**config.mk**
```make
export PLATFORM = sky130hd
export DESIGN_NAME = sact_front
export DESIGN_NICKNAME = d
export VERILOG_FILES = /design/src/rtl/core/sact_pkg.sv /design/src/rtl/core/sact_front.sv
export SDC_FILE = /design/constraint.sdc
export NUM_CORES = 1
export LEC_CHECK = 0
export ABC_AREA = 0
export BUFFER_PORTS_ARGS = -buffer_cell sky130_fd_sc_hd__buf_4
export CAP_MARGIN = 20
export CORE_ASPECT_RATIO = 0.6
export CORE_MARGIN = 10
export CORE_UTILIZATION = 55
export DETAILED_ROUTE_END_ITERATION = 8
export GPL_TIMING_DRIVEN = 0
export PLACE_DENSITY = 0.9
export SLEW_MARGIN = 10
export SYNTH_ARGS = -nofsm -noshare
export SYNTH_HDL_FRONTEND = slang
export SYNTH_SLANG_ARGS = --single-unit
```
**constraint.sdc**
```tcl
create_clock -name clk -period 4.23 [get_ports clk]
set_input_delay 0.2115 -clock clk [delete_from_list [all_inputs] [get_ports clk]]
set_output_delay 0.2115 -clock clk [all_outputs]
set_load 0.03 [all_outputs]
```
**src/rtl/core/sact_pkg.sv**
```systemverilog
package sact_pkg;

  localparam int DEF_MAX_SETS     = 256;
  localparam int DEF_MAX_WAYS     = 8;
  localparam int DEF_ADDRESS_BITS = 48;

  localparam int CFG_IDX_W  = 2;
  localparam int CFG_DATA_W = 4;

  localparam logic [CFG_IDX_W-1:0] REG_SET_INDEX_BITS = 2'd0;
  localparam logic [CFG_IDX_W-1:0] REG_WAYS_IN_USE    = 2'd1;
  localparam logic [CFG_IDX_W-1:0] REG_REPLACE_POLICY = 2'd2;

  localparam logic POLICY_FIFO = 1'b0;
  localparam logic POLICY_LRU  = 1'b1;

  // settings snapshot that travels with each transaction
  typedef struct packed {
    logic [3:0] idx_bits;
    logic [4:0] ways;
    logic       lru;
  } sact_ctl_t;

endpackage

```
**src/rtl/core/sact_front.sv**
```systemverilog
module sact_front
  import sact_pkg::*;
#(
  parameter int MAX_SETS     = DEF_MAX_SETS,
  parameter int MAX_WAYS     = DEF_MAX_WAYS,
  parameter int ADDRESS_BITS = DEF_ADDRESS_BITS
) (
  input  logic                    clk,
  input  logic                    rst_n,
  input  logic                    in_push,
  output logic                    in_full,
  input  logic [ADDRESS_BITS-1:0] in_block_address,
  input  logic                    cfg_we,
  input  logic [CFG_IDX_W-1:0]    cfg_index,
  input  logic [CFG_DATA_W-1:0]   cfg_data,
  // queue toward the back part
  output logic                    q_valid,
  input  logic                    q_pop,
  output logic [ADDRESS_BITS-1:0] q_addr,
  output logic [$clog2(MAX_SETS+1)-1:0] q_set,
  output sact_ctl_t               q_ctl
);

  localparam int SET_W   = $clog2(MAX_SETS+1);
  localparam int MAXBITS = $clog2(MAX_SETS+1) - 1;
  localparam int QD      = 2;

  logic [3:0] sib_r;
  logic [3:0] wiu_r;
  logic       pol_r;

  always_ff @(posedge clk) begin
    if (!rst_n) begin
      sib_r <= 4'd0;
      wiu_r <= 4'd1;
      pol_r <= POLICY_LRU;
    end else if (cfg_we) begin
      unique case (cfg_index)
        REG_SET_INDEX_BITS: sib_r <= cfg_data;
        REG_WAYS_IN_USE:    wiu_r <= cfg_data;
        REG_REPLACE_POLICY: pol_r <= cfg_data[0];
        default: ;
      endcase
    end
  end

  // classify: clamp settings and compute set number
  logic [3:0]       bits_c;
  logic [4:0]       ways_c;
  logic [SET_W-1:0] set_c;
  logic [SET_W-1:0] mask_c;

  always_comb begin
    bits_c = (32'(sib_r) > MAXBITS) ? 4'(MAXBITS) : sib_r;
    if (wiu_r == 4'd0)                 ways_c = 5'd1;
    else if (32'(wiu_r) > MAX_WAYS)    ways_c = 5'(MAX_WAYS);
    else                               ways_c = {1'b0, wiu_r};
    mask_c = SET_W'((33'd1 << bits_c) - 33'd1);
    set_c  = SET_W'(in_block_address) & mask_c;
  end

  // two entry queue
  logic [ADDRESS_BITS-1:0] qa_r [QD];
  logic [SET_W-1:0]        qs_r [QD];
  sact_ctl_t               qc_r [QD];
  logic                    wp_r, rp_r;
  logic [1:0]              cnt_r;
  logic                    push_ok;

  assign in_full = (cnt_r == 2'(QD));
  assign push_ok = in_push && !in_full;
  assign q_valid = (cnt_r != 2'd0);
  assign q_addr  = qa_r[rp_r];
  assign q_set   = qs_r[rp_r];
  assign q_ctl   = qc_r[rp_r];

  always_ff @(posedge clk) begin
    if (push_ok) begin
      qa_r[wp_r] <= in_block_address;
      qs_r[wp_r] <= set_c;
      qc_r[wp_r] <= '{idx_bits: bits_c, ways: ways_c, lru: pol_r};
    end
  end

  always_ff @(posedge clk) begin
    if (!rst_n) begin
      wp_r  <= 1'b0;
      rp_r  <= 1'b0;
      cnt_r <= 2'd0;
    end else begin
      if (push_ok)           wp_r <= ~wp_r;
      if (q_pop && q_valid)  rp_r <= ~rp_r;
      cnt_r <= cnt_r + 2'(push_ok) - 2'(q_pop && q_valid);
    end
  end

endmodule

```
==> flow_metrics.tcl <==
set metrics [dict create \
    die_area_sq_um 14700 \
    cts_sinks 146 \
    core_sq_um 9880 \
    drv_slew 0 \
    cts_buffer_depth 2 \
    critPathBufInv 3 \
    tritoncts "built" \
    synth_top_area_share_pct 71.2 \
    power.density_nw_per_um2 611 \
    drt_iter0_markers 123 \
    cts_resized 0 \
    grt_start_max_net_pins 41 \
    instances_no_fill 644 \
    leakage_nw 3.03 \
    synth_area_sq_um 5570 \
    vdd_drop_max_uv 345 \
    grt_pass1_vias 3560 \
    drt-pass1-iter-count 4 \
    clk_latency_ps 400 \
    fin_worst_skew_ps 5.85 \
    status "finished, final reports clean" \
    period_share_pct 45.4 \
    clock-root-buffer "clkbuf_16" \
    min_period_ps 1920 \
    regArea_sq_um 4240 \
    syn_area_per_cell_sq_um 18.7 \
    drc 0 \
    end_kind "output port" \
    dp_worst_setup_slack_ps 2300 \
    grt_pass1_wl_mm 18.8 \
    vias_per_cell 5.01 \
    hp-class "primary input to flop" \
    cts_max_level 4 \
    synth.distinct_cells 32 \
    netlist_instances 298 \
    nNetsFinal 557 \
    final-setup-viol-count 0 \
    drive_gt1_share_pct 47.6 \
    cp.required_ps 4020 \
    hpwl_mm 7.83 \
    numCtsBuffers 17 \
    multi_input_area_sq_um 1220 \
    portBuffers 126 \
    wl_per_cell_microns 18.9 \
    cts_setup_buffers 0 \
    critPathSlowestCell "mux2_2" \
    cap_violations 0 \
    track_usage_pct 16.4 \
    clkTransAtPathRegs_ps 60 \
    start_util_pct 56.4 \
    die_w_microns 150 \
    setup_tns_ps 0 \
    finalHoldViolCount 0 \
    crit_path_max_incr_delay_ps 380 \
    crit_arrival_ps 1710 \
    critPathKind "flop to output port" \
    cpMostUsedCell "buf_4" \
    crit_path_max_fanout 10 \
    antenna_found_initial 1 \
    fillCellCount 544 \
    critPathLaunchType "flop" \
    antenna_left 0 \
    fmax_mhz 521 \
    globalRoute.totalOverflow 0 \
    synth-seq-cells 146 \
    yosys.area.top_type "edfxtp_1" \
    die_h_microns 97.9 \
    dr_total_vias 3229 \
    wirelength_mm 12.2 \
    synth.area.top_cells "edfxtp_1, mux2_2, dfxtp_1, mux2i_1, buf_6" \
    rsz0062_at_grt "no" \
    io_pins 128 \
    syn_to_final_growth_pct 41.2 \
    worstPathCellList "buf_4 -> buf_6 -> mux2_2 -> buf_4" \
    place.gp.congestion 0.770 \
    ys_warn_count 0 \
    ys_seq_area_share_pct 76.2 \
    cp_top_family "buffers and inverters" \
    num_rows 28 \
    dp_cells 563 \
    worst_slack_ps 2310 \
]
## synth_stat cells
library cell / instances
a21oi_1: 3
xor2_1: 2
o211ai_1: 1
inv_2: 1
mux2_2: 66
conb_1: 1
buf_6: 5
dfxtp_1: 14
clkbuf_1: 3
nor2_1: 15
nor4b_2: 1
nand3b_2: 1
nor3b_4: 1
nor3_1: 1
or2_2: 1
nand2_1: 5
ha_1: 3
inv_1: 4
o21a_1: 4
mux2i_1: 9
xnor2_1: 2
and3_2: 1
edfxtp_1: 132
or3_1: 1
buf_4: 2
nor2b_1: 7
nand3_1: 1
nand3b_1: 1
and2_1: 4
nand2b_2: 1
buf_2: 3
o21ai_0: 2
## where the power goes
part,internal [mW],total (mW),switching [mW]
logic,0.583,1.39,0.808
clock network,1.04,1.59,0.546
registers,1.77,1.82,0.0502
## cells by family (layout without fill, tap and decap cells)
| logic type | Yosys count | count (layout) | synth area share [%] |
|---|---|---|---|
| compound gates | 10 | 10 | 1.12 |
| xor+xnor | 4 | 4 | 0.629 |
| fa+ha+maj | 3 | 3 | 0.674 |
| buf+inv | 18 | 226 | 2.09 |
| flops | 146 | 146 | 76.2 |
| mux | 75 | 75 | 15.0 |
| other cells | 1 | 4 | 0.0674 |
| simple gates | 41 | 41 | 4.22 |
## worst reg2reg max path: cells and delay by family, from the launching register on
family        cells  cell delay [ps]
buf+inv           3              650
flops             1              370
simple gates      2              540
## registers in the layout (all words and copies together), names as in the netlist, named ones only
name,count
qa_r,96
rp_r,1
cnt_r,2
sib_r,4
wiu_r,4
qc_r,18
pol_r,1
qs_r,18
wp_r,1
## cell usage in the layout, fill, tap and decap left out, types with 3 or more instances in the layout
cell | Yosys | routed
clkbuf_16 | 0 | 17
clkbuf_1 | 3 | 4
mux2_2 | 66 | 66
and2_1 | 4 | 4
clkinvlp_4 | 0 | 4
conb_1 | 1 | 3
nor2_1 | 15 | 15
mux2i_1 | 9 | 9
dlygate4sd3_1 | 0 | 48
buf_6 | 5 | 5
edfxtp_1 | 132 | 132
dfxtp_1 | 14 | 14
nor2b_1 | 7 | 7
inv_1 | 4 | 3
o21a_1 | 4 | 4
a21oi_1 | 3 | 3
buf_4 | 2 | 128
buf_2 | 3 | 3
ha_1 | 3 | 3
nand2_1 | 5 | 5
bufinv_16 | 0 | 5
## final timing paths
kind	startpoint	endpoint	slack (ps)	depth (start not counted)
max	flop	q_ctl[8]	2310	4
min	in_block_address[6]	qa_r[1][6]$_DFFE_PP_	20	1
max reg2reg	cnt_r[0]$_SDFF_PN0_	qa_r[0][41]$_DFFE_PP_	2320	5
min reg2reg	pol_r$_SDFFE_PN1P_	qc_r[1][0]$_DFFE_PP_	470	0
## metal layers
layer / wire length, microns / vias up / global-route usage (%)
met5: 0 / - / 0
met4: 79 / 0 / 4.39
met3: 759 / 9 / 5.21
met2: 6060 / 108 / 27.5
met1: 5290 / 1591 / 20.2
li1: - / 1521 / -
## stage by stage
stage / instance area, sq um / utilization [%] / hold WS (ps) / total power [mW]
after floorplan: 5580 / - / 273 / 2.72
after global placement: 6690 / 67.7 / 396 / 3.17
after detailed placement: 6740 / 68.2 / 399 / 3.20
after CTS: 7860 / 79.5 / 0.630 / 4.84
after global routing: 7860 / 79.6 / 8.10 / 4.98
final: 7860 / 79.6 / 18.6 / 4.80
## timing repair
item / 4_1_cts / 5_1_grt
hold buffers: 48 / 0
endpoints found under the hold margin: 96 / 0
setup endpoints to repair: 0 / 0
## area by class of cell
class                      instances  share of cell area, %
antenna                            1                 0.0318
timing repair buffer             176                   18.7
buffer                            13                   1.24
multi-input combinational        136                   15.5
tap                              135                   2.15
clock buffer                      18                   5.46
sequential                       146                   54.0
inverter                           5                  0.271
clock inverter                    14                   2.69
No activity file was read; power rests on OpenSTA's default activity.
